$ cat src/hw/rtl/ubp_pkg.sv
// shared types and codes for the uri byte parser
`timescale 1ns / 1ps
`default_nettype none
package ubp_pkg;

  // input beat: one uri character or the end mark
  typedef struct packed {
    logic [7:0] byte_in;
    logic       end_marker;
  } ubp_in_t;

  // result beat: tagged character or the final report
  typedef struct packed {
    logic [7:0]  byte_out;
    logic [3:0]  part;
    logic [1:0]  resolve;
    logic        error;
    logic        done_res;
    logic [15:0] port_value;
    logic        is_ipv6;
  } ubp_out_t;

  // part tags
  localparam logic [3:0] PART_DELIM     = 4'd0;
  localparam logic [3:0] PART_SCHEME    = 4'd1;
  localparam logic [3:0] PART_USER_HOST = 4'd2;
  localparam logic [3:0] PART_PASS_PORT = 4'd3;
  localparam logic [3:0] PART_PASS      = 4'd4;
  localparam logic [3:0] PART_HOST      = 4'd5;
  localparam logic [3:0] PART_PORT      = 4'd6;
  localparam logic [3:0] PART_PATH      = 4'd7;
  localparam logic [3:0] PART_QUERY     = 4'd8;
  localparam logic [3:0] PART_FRAG      = 4'd9;

  // resolve codes for pending bytes
  localparam logic [1:0] RES_NONE      = 2'd0;
  localparam logic [1:0] RES_USER_PASS = 2'd1;
  localparam logic [1:0] RES_HOST_PORT = 2'd2;
  localparam logic [1:0] RES_PASS      = 2'd3;

  // scheme default ports and the port clamp value
  localparam logic [15:0] PORT_HTTP  = 16'd80;
  localparam logic [15:0] PORT_HTTPS = 16'd443;
  localparam logic [15:0] PORT_FTP   = 16'd21;
  localparam logic [15:0] PORT_MAX   = 16'hFFFF;

endpackage
`default_nettype wire

$ cat src/hw/rtl/ubp_parse.sv
// per-byte parse state machine with the registered result
`timescale 1ns / 1ps
`default_nettype none
module ubp_parse (
  input  wire logic             clk,
  input  wire logic             rst,
  input  wire logic             step,
  input  wire ubp_pkg::ubp_in_t item,
  output ubp_pkg::ubp_out_t     res
);
  import ubp_pkg::*;

  typedef enum logic [3:0] {
    ST_START, ST_SCHEME, ST_COLON, ST_SLASH1, ST_SLASH2, ST_USER_HOST,
    ST_PASS_PORT, ST_PASS, ST_HOST, ST_V6, ST_V6OK, ST_V6END, ST_PORT,
    ST_PATH, ST_QUERY, ST_FRAG
  } st_t;

  localparam logic [7:0] CH_COLON = 8'h3A;
  localparam logic [7:0] CH_SLASH = 8'h2F;
  localparam logic [7:0] CH_AT    = 8'h40;
  localparam logic [7:0] CH_LBRK  = 8'h5B;
  localparam logic [7:0] CH_RBRK  = 8'h5D;
  localparam logic [7:0] CH_QUEST = 8'h3F;
  localparam logic [7:0] CH_HASH  = 8'h23;
  localparam logic [7:0] CH_ZERO  = 8'h30;

  // expected scheme letters by position
  function automatic logic [7:0] http_ch(input logic [2:0] p);
    logic [7:0] c;
    case (p)
      3'd0:    c = 8'h68;
      3'd1:    c = 8'h74;
      3'd2:    c = 8'h74;
      3'd3:    c = 8'h70;
      3'd4:    c = 8'h73;
      default: c = 8'h00;
    endcase
    return c;
  endfunction

  function automatic logic [7:0] ftp_ch(input logic [2:0] p);
    logic [7:0] c;
    case (p)
      3'd0:    c = 8'h66;
      3'd1:    c = 8'h74;
      3'd2:    c = 8'h70;
      default: c = 8'h00;
    endcase
    return c;
  endfunction

  st_t         state, state_next;
  logic [15:0] port_acc, port_acc_next;
  logic        port_seen, port_seen_next;
  logic        ipv6_flag, ipv6_flag_next;
  logic        host_empty, host_empty_next;
  logic [2:0]  scheme_len, scheme_len_next;
  logic [2:0]  scheme_match, scheme_match_next;
  logic        error_flag, error_flag_next;
  ubp_out_t    res_next;

  logic [7:0]  c;
  logic        c_alpha, c_digit, c_space, c_hex;
  logic [2:0]  sm_add;
  logic [2:0]  sl_add;
  logic [19:0] port_mul;
  logic [15:0] port_dig;
  logic        ok;
  logic [15:0] port_fin;
  logic [3:0]  part;
  logic [1:0]  rcode;

  // character classes
  always_comb begin
    c       = item.byte_in;
    c_alpha = (c inside {[8'h41:8'h5A], [8'h61:8'h7A]});
    c_digit = (c inside {[8'h30:8'h39]});
    c_space = (c inside {[8'h09:8'h0D], 8'h20});
    c_hex   = c_digit || (c inside {[8'h41:8'h46], [8'h61:8'h66]});
  end

  // scheme name tracking and port digit accumulate
  always_comb begin
    sm_add    = scheme_match;
    if (!(scheme_len < 3'd4 && c == http_ch(scheme_len))) sm_add[0] = 1'b0;
    if (!(scheme_len < 3'd5 && c == http_ch(scheme_len))) sm_add[1] = 1'b0;
    if (!(scheme_len < 3'd3 && c == ftp_ch(scheme_len)))  sm_add[2] = 1'b0;
    sl_add    = (scheme_len < 3'd7) ? scheme_len + 3'd1 : 3'd7;
    // acc * 10 as shifts, plus the digit
    port_mul  = ({4'd0, port_acc} << 3) + ({4'd0, port_acc} << 1)
                + {12'd0, c - CH_ZERO};
    port_dig  = (port_mul > {4'd0, PORT_MAX}) ? PORT_MAX : port_mul[15:0];
  end

  // next state and result
  always_comb begin
    state_next        = state;
    port_acc_next     = port_acc;
    port_seen_next    = port_seen;
    ipv6_flag_next    = ipv6_flag;
    host_empty_next   = host_empty;
    scheme_len_next   = scheme_len;
    scheme_match_next = scheme_match;
    error_flag_next   = error_flag;
    part              = PART_DELIM;
    rcode             = RES_NONE;
    ok                = 1'b0;
    port_fin          = '0;
    res_next          = '0;

    if (item.end_marker) begin
      // final check, then back to the reset state
      ok = !error_flag;
      if (state == ST_USER_HOST) begin
        rcode = RES_HOST_PORT;
      end else if (!(state inside {ST_PORT, ST_HOST, ST_PATH, ST_QUERY, ST_FRAG})) begin
        ok = 1'b0;
      end
      if (!ok) rcode = RES_NONE;
      if (ok) begin
        port_fin = port_acc;
        if (!port_seen) begin
          if (scheme_match[0] && scheme_len == 3'd4) port_fin = PORT_HTTP;
          else if (scheme_match[1] && scheme_len == 3'd5) port_fin = PORT_HTTPS;
          else if (scheme_match[2] && scheme_len == 3'd3) port_fin = PORT_FTP;
        end
      end
      res_next.byte_out   = '0;
      res_next.part       = PART_DELIM;
      res_next.resolve    = rcode;
      res_next.error      = !ok;
      res_next.done_res   = 1'b1;
      res_next.port_value = port_fin;
      res_next.is_ipv6    = ipv6_flag;
      state_next          = ST_START;
      port_acc_next       = '0;
      port_seen_next      = 1'b0;
      ipv6_flag_next      = 1'b0;
      host_empty_next     = 1'b1;
      scheme_len_next     = '0;
      scheme_match_next   = 3'b111;
      error_flag_next     = 1'b0;
    end else begin
      if (!error_flag) begin
        case (state)
          ST_START: begin
            if (c_alpha) begin
              scheme_match_next = sm_add;
              scheme_len_next   = sl_add;
              part              = PART_SCHEME;
              state_next        = ST_SCHEME;
            end else if (!c_space) begin
              error_flag_next = 1'b1;
            end
          end
          ST_SCHEME: begin
            if (c_alpha) begin
              scheme_match_next = sm_add;
              scheme_len_next   = sl_add;
              part              = PART_SCHEME;
            end else if (c == CH_COLON) begin
              state_next = ST_COLON;
            end else begin
              error_flag_next = 1'b1;
            end
          end
          ST_COLON: begin
            if (c == CH_SLASH) state_next = ST_SLASH1;
            else error_flag_next = 1'b1;
          end
          ST_SLASH1: begin
            if (c == CH_SLASH) state_next = ST_SLASH2;
            else error_flag_next = 1'b1;
          end
          ST_SLASH2: begin
            if (c == CH_LBRK) begin
              ipv6_flag_next = 1'b1;
              state_next     = ST_V6;
            end else begin
              part       = PART_USER_HOST;
              state_next = ST_USER_HOST;
            end
          end
          ST_USER_HOST: begin
            if (c == CH_COLON) begin
              state_next = ST_PASS_PORT;
            end else if (c == CH_SLASH) begin
              part       = PART_PATH;
              rcode      = RES_HOST_PORT;
              state_next = ST_PATH;
            end else if (c == CH_AT) begin
              rcode      = RES_USER_PASS;
              state_next = ST_HOST;
            end else begin
              part = PART_USER_HOST;
            end
          end
          ST_PASS_PORT: begin
            if (c == CH_AT) begin
              // digits turned out to be a password: port cleared, still seen
              port_acc_next = '0;
              rcode         = RES_USER_PASS;
              state_next    = ST_HOST;
            end else if (c == CH_SLASH) begin
              part       = PART_PATH;
              rcode      = RES_HOST_PORT;
              state_next = ST_PATH;
            end else if (c_digit) begin
              port_acc_next  = port_dig;
              port_seen_next = 1'b1;
              part           = PART_PASS_PORT;
            end else begin
              port_acc_next  = '0;
              port_seen_next = 1'b0;
              part           = PART_PASS;
              rcode          = RES_PASS;
              state_next     = ST_PASS;
            end
          end
          ST_PASS: begin
            if (c == CH_AT) begin
              rcode      = RES_USER_PASS;
              state_next = ST_HOST;
            end else begin
              part = PART_PASS;
            end
          end
          ST_HOST: begin
            if (c == CH_SLASH) begin
              part       = PART_PATH;
              state_next = ST_PATH;
            end else if (c == CH_COLON) begin
              state_next = ST_PORT;
            end else if (host_empty && c == CH_LBRK) begin
              ipv6_flag_next = 1'b1;
              state_next     = ST_V6;
            end else begin
              part            = PART_HOST;
              host_empty_next = 1'b0;
            end
          end
          ST_V6: begin
            if (c == CH_COLON) begin
              part            = PART_HOST;
              host_empty_next = 1'b0;
              state_next      = ST_V6OK;
            end else if (c_hex) begin
              part            = PART_HOST;
              host_empty_next = 1'b0;
            end else begin
              error_flag_next = 1'b1;
            end
          end
          ST_V6OK: begin
            if (c == CH_RBRK) begin
              state_next = ST_V6END;
            end else if (c_hex || c == CH_COLON) begin
              part            = PART_HOST;
              host_empty_next = 1'b0;
            end else begin
              error_flag_next = 1'b1;
            end
          end
          ST_V6END: begin
            if (c == CH_COLON) begin
              port_seen_next = 1'b1;
              state_next     = ST_PORT;
            end else if (c == CH_SLASH) begin
              part       = PART_PATH;
              state_next = ST_PATH;
            end else begin
              error_flag_next = 1'b1;
            end
          end
          ST_PORT: begin
            if (c == CH_SLASH) begin
              part       = PART_PATH;
              state_next = ST_PATH;
            end else if (c_digit) begin
              port_acc_next  = port_dig;
              port_seen_next = 1'b1;
              part           = PART_PORT;
            end else begin
              error_flag_next = 1'b1;
            end
          end
          ST_PATH: begin
            if (c == CH_QUEST) state_next = ST_QUERY;
            else if (c == CH_HASH) state_next = ST_FRAG;
            else part = PART_PATH;
          end
          ST_QUERY: begin
            if (c == CH_HASH) state_next = ST_FRAG;
            else part = PART_QUERY;
          end
          default: begin
            part = PART_FRAG;
          end
        endcase
      end
      // after an error every byte is a plain delimiter
      if (error_flag_next) begin
        part  = PART_DELIM;
        rcode = RES_NONE;
      end
      res_next.byte_out   = c;
      res_next.part       = part;
      res_next.resolve    = rcode;
      res_next.error      = error_flag_next;
      res_next.done_res   = 1'b0;
      res_next.port_value = '0;
      res_next.is_ipv6    = ipv6_flag_next;
    end
  end

  // parse state and result register
  always_ff @(posedge clk) begin
    if (rst) begin
      state        <= ST_START;
      port_acc     <= '0;
      port_seen    <= 1'b0;
      ipv6_flag    <= 1'b0;
      host_empty   <= 1'b1;
      scheme_len   <= '0;
      scheme_match <= 3'b111;
      error_flag   <= 1'b0;
    end else if (step) begin
      state        <= state_next;
      port_acc     <= port_acc_next;
      port_seen    <= port_seen_next;
      ipv6_flag    <= ipv6_flag_next;
      host_empty   <= host_empty_next;
      scheme_len   <= scheme_len_next;
      scheme_match <= scheme_match_next;
      error_flag   <= error_flag_next;
      res          <= res_next;
    end
  end

endmodule
`default_nettype wire

$ cat src/hw/rtl/uri_byte_parser.sv
// top level: input beat register, parse stage and output handshake
// a beat accepted on in_data passes through the input register, then the result register, to out_data
// throughput: one beat per cycle while out_stall does not hold the result, bounded by the parse state update
// in_stall rises only when the input register is full and the result is held
// reset (rst, synchronous) empties both registers and returns the parser to
// leading-whitespace skipping with the port cleared and no error
`timescale 1ns / 1ps
`default_nettype none
module uri_byte_parser (
  input  wire logic              clk,
  input  wire logic              rst,
  input  wire logic              in_valid,
  output logic                   in_stall,
  input  wire ubp_pkg::ubp_in_t  in_data,
  output logic                   out_valid,
  input  wire logic              out_stall,
  output ubp_pkg::ubp_out_t      out_data
);
  import ubp_pkg::*;

  logic    in_vld;
  ubp_in_t in_reg;
  logic    advance;
  logic    step;

  // the result register moves when empty or taken
  assign advance  = !out_valid || !out_stall;
  assign step     = in_vld && advance;
  assign in_stall = in_vld && !advance;

  // input beat register
  always_ff @(posedge clk) begin
    if (rst) begin
      in_vld <= 1'b0;
    end else if (!in_stall) begin
      in_vld <= in_valid;
    end
  end

  always_ff @(posedge clk) begin
    if (!in_stall) begin
      in_reg <= in_data;
    end
  end

  // result valid
  always_ff @(posedge clk) begin
    if (rst) begin
      out_valid <= 1'b0;
    end else if (advance) begin
      out_valid <= in_vld;
    end
  end

  ubp_parse u_parse (
    .clk  (clk),
    .rst  (rst),
    .step (step),
    .item (in_reg),
    .res  (out_data)
  );

  // a beat that is not held moves on to the result register
  a_step_fills_out: assert property (@(posedge clk) disable iff (rst)
    (in_vld && !out_stall) |=> out_valid)
    else $error("parse step did not produce a result beat");

  // an accepted beat lands in the input register
  a_accept_fills_in: assert property (@(posedge clk) disable iff (rst)
    (in_valid && !in_stall) |=> in_vld)
    else $error("accepted beat lost before parsing");

  // errored byte results carry no part tag and no resolve
  a_error_is_delim: assert property (@(posedge clk) disable iff (rst)
    (out_valid && out_data.error && !out_data.done_res) |->
      (out_data.part == PART_DELIM && out_data.resolve == RES_NONE))
    else $error("errored byte still tagged");

endmodule
`default_nettype wire

$ cat config.mk
export PLATFORM = sky130hd
export DESIGN_NAME = uri_byte_parser
export DESIGN_NICKNAME = d
export VERILOG_FILES = /design/src/hw/rtl/ubp_pkg.sv /design/src/hw/rtl/ubp_parse.sv /design/src/hw/rtl/uri_byte_parser.sv
export SDC_FILE = /design/constraint.sdc
export NUM_CORES = 1
export LEC_CHECK = 0
export ABC_AREA = 1
export ABC_CLOCK_PERIOD_IN_PS = 4420
export BUFFER_PORTS_ARGS = -buffer_cell sky130_fd_sc_hd__buf_2
export CAP_MARGIN = 15
export CORE_MARGIN = 5
export CORE_UTILIZATION = 60
export DETAILED_ROUTE_END_ITERATION = 10
export GPL_TIMING_DRIVEN = 1
export PLACE_DENSITY = 0.8
export REMOVE_ABC_BUFFERS = 1
export SYNTH_ARGS = -nofsm -noshare
export SYNTH_HDL_FRONTEND = slang
export SYNTH_SLANG_ARGS = --single-unit
$ cat constraint.sdc
create_clock -name clk -period 4.42 [get_ports clk]
set_input_delay 0.442 -clock clk [delete_from_list [all_inputs] [get_ports clk]]
set_output_delay 0.442 -clock clk [all_outputs]
set_load 0.01 [all_outputs]
# Word level (Yosys, flattened, before mapping)
# Cells that the tools add are included.
# word_totals
output_inout_bits	35
in_bits	13
latchBits	0
memories	0
romBits	0
ram_bits	0
regBits	74
word_cells	278
# classes
n_mux	133
magnitude_cmp	15
n_eq_ne	55
mul	0
bitwise	1
add_sub_neg	4
div	0
shift	0
reduce_logical	49
# ops
op	count
2-to-1 mux 16 bit	13
2-to-1 mux 4 bit	35
case mux 4 bit (15 select lines)	1
case mux 4 bit (13 select lines)	1
2-to-1 mux 3 bit	17
2-to-1 mux 1 bit	46
== test 8 x 6 -> 1 bit, second input constant	5
== test 4 bit, second input constant	8
<= comparator 8 x 7 -> 1 bit, second input constant	4
case mux 16 bit (2 select lines)	1
case mux 7 bit (4 select lines)	1
!= test 3 x 2 -> 1 bit, second input constant	9
== test 8 x 7 -> 1 bit, second input constant	3
!= test 3 bit, second input constant	8
2-to-1 mux 2 bit	11
2-to-1 mux 21 bit	1
case mux 7 bit (3 select lines)	1
adder 19 x 17 -> 20 bit	1
adder 20 x 8 -> 20 bit	1
greater-than comparator 20 x 16 -> 1 bit, second input constant	1
== test 4 x 3 -> 1 bit, second input constant	4
== test 8 x 7 -> 1 bit	2
greater-or-equal comparator 8 x 7 -> 1 bit, second input constant	2
nonzero test 16 bit	1
40 further kinds	80

# Depth between registers and ports, before layout
# depth
ltp_word	12
mapped_depth	20
ltp_nobuf	19

# By module
# Synthesis repeated with hierarchy kept, for this count alone.
# unflattened
cells_unflattened	801
area_unflattened_um2	5611.6
# by_module_without_submodules
mod	seq_area_each_um2	cells_each	area_each_um2	instances
ubp_parse	1591.5	782	5257.5	1
uri_byte_parser	310.3	19	354.1	1

# Worst setup path after synthesis
# Ideal clock, no wire load.
# synth_path
kind	reg-to-reg
from	register in_reg[5] (netlist name)
to	register u_parse.port_acc[10]
n_path_buf	1
path_stages_with_launch	20
period_less_slack_ps	3097
setup_ps	142
t_arrival_ps	2955
slack_ps	1323
required_time_ps	4278
path_cell_list	edfxtp_1 > inv_1 > ha_1 > inv_1 > fa_1 > inv_1 > ha_1 > a21oi_1 > nand2_1 > nand2_1 > nand2_1 > nand2_1 > nand2_1 > nand2_1 > nand2_1 > nor2_2 > buf_2 > nand3_1 > nand2_2 > a21oi_2
# synth_via
elab_chain_cells	10
word_cells_on_any_way	21
classes_between	add/sub (2); order compare (3); eq/ne (5); mux (9); reduce/logical (2)
# synth_lines
item	line_no	text
from (decl)	uri_byte_parser.sv:22	ubp_in_t in_reg;
from (signal assigned)	uri_byte_parser.sv:42	in_reg <= in_data;
subtractor 8 x 6 -> 8 bit	ubp_parse.sv:92	+ {12'd0, c - CH_ZERO};
adder 20 x 8 -> 20 bit	ubp_parse.sv:92	
greater-than comparator 20 x 16 -> 1 bit	ubp_parse.sv:93	port_dig = (port_mul > {4'd0, PORT_MAX}) ? PORT_MAX : port_mul[15:0];
2-to-1 mux 16 bit	ubp_parse.sv:93	
2-to-1 mux 16 bit	ubp_parse.sv:209	end else if (c_digit) begin
2-to-1 mux 16 bit	ubp_parse.sv:205	end else if (c == CH_SLASH) begin
2-to-1 mux 16 bit	ubp_parse.sv:200	if (c == CH_AT) begin
case mux 16 bit (2 select lines)	ubp_parse.sv:146	case (state)
2-to-1 mux 16 bit	ubp_parse.sv:145	if (!error_flag) begin
2-to-1 mux 16 bit	ubp_parse.sv:112	if (item.end_marker) begin
to (signal assigned)	ubp_parse.sv:330	port_acc <= port_acc_next;
to (decl)	ubp_parse.sv:54	logic [15:0] port_acc, port_acc_next;
# Several ways; a longest one is shown, not always the timed one. The select of a mux whose other input is x is not followed.
# A chain may end at the register's enable or synchronous reset.

# Worst setup path in the final report
# layout_path
from	register in_reg[5] (netlist name)
to	register u_parse.port_acc[8]
# The elaborated chain is that of the path after synthesis.

==> summary.txt <==
Global routing
  – Total congestion overflow: 0
  – Initial antenna violation count: 0
  – Gr usage total: 27.6%
  – Pin count of the biggest net entering global routing: 34
  – Vias in the first global route: between 5000 and 6000
  – First-pass GRT wire length: around 26000 µm

Synth
  – Yosys cell types: 45
  – Synth warn: 0
  – Synth Register Bits: 74
  – Synth area leader: edfxtp_1
  – Synth top area cells: edfxtp_1, nand2_1, dfxtp_1, ha_1, inv_1
  – Most frequent cell after synthesis: nand2_1
  – Register area share after synthesis: 33.2%
  – Synth Cell Area: 5740 µm²
  – Post-synth EDFFs: 42
  – Share of the synthesized area in the top cell type: a little over a fifth
  – Ys async rst share: 0%
  – Post-Syn Instances: 821
  – Average size of a mapped cell: 6.99 µm²
  – Top cells by count, synth: nand2_1, inv_1, nor2_1
  – Synth Flop Type: edfxtp_1

Floorplan
  – Core area: 9280 µm²
  – Starting Density: 61.8%
  – IO Pins: 48
  – Die area: 11600 µm²
  – Die extent in y: 108 µm
  – Die X: 108 µm
  – Row count: 35

Cells and area
  – N_diodes: 0
  – Max reg flops: 33
  – Share of cells above drive strength 1: 13.9%
  – Nets: 920
  – Synth-to-Final Area Change: 8.94%

STA
  – RSZ-0062 raised after global routing: false
  – Worst-Margin Slew: 1020 ps
  – Final worst-path cycle share: 84.8%
  – Final Skew: 10.7 ps
  – Final Slew Violations: 0
  – Relative slew slack: 32.1%
  – Final min period: 3750 ps
  – Fmax: 267 MHz
  – Final Hold Fails: 0
  – Count of final setup violators: 0
  – Setup TNS: 0 ps
  – Setup ws final: 671 ps

Flow run
  – Maxcap violations: 0

Min path
  – Path category of the worst min-delay check: input pin to register

Critical path
  – Arr. time, crit path: 3960 ps
  – Crit path max fanout: 16
  – CP startpoint kind: register
  – CP most frequent cell: nand2_1
  – Crit path max-delay cell type: edfxtp_1
  – CP endpoint kind: register
  – CP Class: register to register
  – WP data required: around 4600 ps
  – Critical Path, Cell by Cell: inv_1 -> ha_1 -> inv_1 -> fa_1 -> inv_1 -> ha_1 -> nand2_1 -> inv_1 -> nand2_1 -> nand2_1 -> nand2_1 -> nand3_1 -> nand3_1 -> nand2_1 -> nor2_2 -> nand3_1 -> nand2_2 -> a21oi_2
  – Buf+Inv Stages, Crit Path: 4
  – CP peak stage delay: ~560 ps
  – Crit path max-delay family: simple AND/OR/NAND/NOR gates

Detailed routing
  – Vias/cell: roughly 5.7
  – Antenna Violating Nets Remaining: 0
  – DRC errors left: 0
  – First DRT Iteration DRCs: 508
  – Final wirelength: 15700 µm
  – Via count: 5691
  – Wirelength per Cell: approximately 16 µm
  – Number of iterations in the first detailed-routing pass: 5

Clock tree
  – Post-CTS Hold Fix Bufs: 0
  – # Post-CTS Setup Buffers: 0
  – Clk_lat worst skew: ~350 ps
  – TritonCTS clock tree: yes
  – Root Driver: clkbuf_8
  – Clk sinks: 74
  – Max Root-Sink Buffers: 2
  – CTS clk-pin slew, worst paths: 90 ps
  – TritonCTS buffer count: 9
  – # H-tree levels: 3
  – Post-cts resize count: 0

Pwr
  – Combinational share of power: 17.1%
  – Leak: 0.00311 µW
  – Reg power frac: 48.5%
  – Clk pwr share: 34.4%
  – Net load switching power: 498 µW
  – Max VDD drop: 0.000189 V
  – Internal power: 1110 µW
  – PwrDens: 258 nW/µm²
  – Switching Fraction: 30.9%

Placement
  – GP Congestion: 0.990
  – IO Port Bufs: 47
  – Post-DP HPWL: 12000 µm
  – Pre-CTS setup slack: 776 ps

Status
  – Status: finished, final reports clean
worst paths after layout:
path	from	endpoint	slack (ps)	cells past startpoint
hold reg to reg	u_parse.scheme_match[0]	u_parse.scheme_match[0]	450	2
setup / recovery	in_reg[5]	u_parse.port_acc[8]	670	18
setup reg to reg	in_reg[5]	u_parse.port_acc[8]	670	18
hold / removal	in_data[0]	in_reg[0]	260	1
cell usage in the layout, fill, tap and decap left out, types with 28 or more instances in the layout:
| cell | n |
|---|---|
| o21ai_0 | 28 |
| a21oi_1 | 42 |
| edfxtp_1 | 42 |
| buf_2 | 47 |
| nand2_1 | 241 |
| nand3_1 | 53 |
| nor2_1 | 94 |
| inv_1 | 106 |
| dfxtp_1 | 32 |
| ha_1 | 36 |
logic make-up after synthesis:
| group | share of synthesized area, % |
|---|---|
| AND/OR/NAND/NOR | 34.0 |
| AO/OA/AOI/OAI | 11.1 |
| XOR/XNOR | 2.14 |
| flip-flops | 33.2 |
| adder cells (fa/ha/maj) | 9.95 |
| buffers and inverters | 9.64 |
power groups by stage:
stage / Clock, µW / Combinational [µW] / Sequential, µW
after detailed placement: 0 / 266 / 796
after global routing: 589 / 308 / 785
after CTS: 556 / 269 / 781
after global placement: 0 / 263 / 796
final: 555 / 275 / 782
after floorplan: 0 / 189 / 793
metrics by stage:
stage	hold WS (ps)	std cells	total power, µW	instance area [µm²]	utilization (%)
6_report	259	999	1610	6250	67.3
5_1_grt	245	999	1680	6250	67.3
4_1_cts	251	999	1610	6250	67.3
3_5_place_dp	439	983	1060	6050	65.1
3_3_place_gp	433	983	1060	6050	65.1
2_1_floorplan	419	807	982	5640	-
routing by layer:
metal	vias to the layer above	global-route usage (%)	share of wire (%)
li1	2742	-	-
met1	2573	39.8	45
met4	0	9.74	2.7
met3	49	4.74	9.6
met5	-	0	0
met2	327	41.5	43
cell type report:
class                           count  area [µm²]
Multi-Input combinational cell    611        3290
Fill cell                         833        3030
Sequential cell                    74        1900
Inverter                          122         460
Timing Repair Buffer               47         235
Tap cell                          129         161
Clock buffer                       10         138
Clock inverter                      6        63.8
worst reg2reg max path, cell delays in order (launching register included):
cell and delay, ps:
edfxtp_1 560, inv_1 180, ha_1 350, inv_1 60, fa_1 490, inv_1 50, ha_1 340, nand2_1 130
inv_1 60, nand2_1 60, nand2_1 50, nand2_1 60, nand3_1 160, nand3_1 120, nand2_1 70, nor2_2 520
nand3_1 210, nand2_2 100, a21oi_2 50
Note: power is estimated with default switching activity, not from simulation.
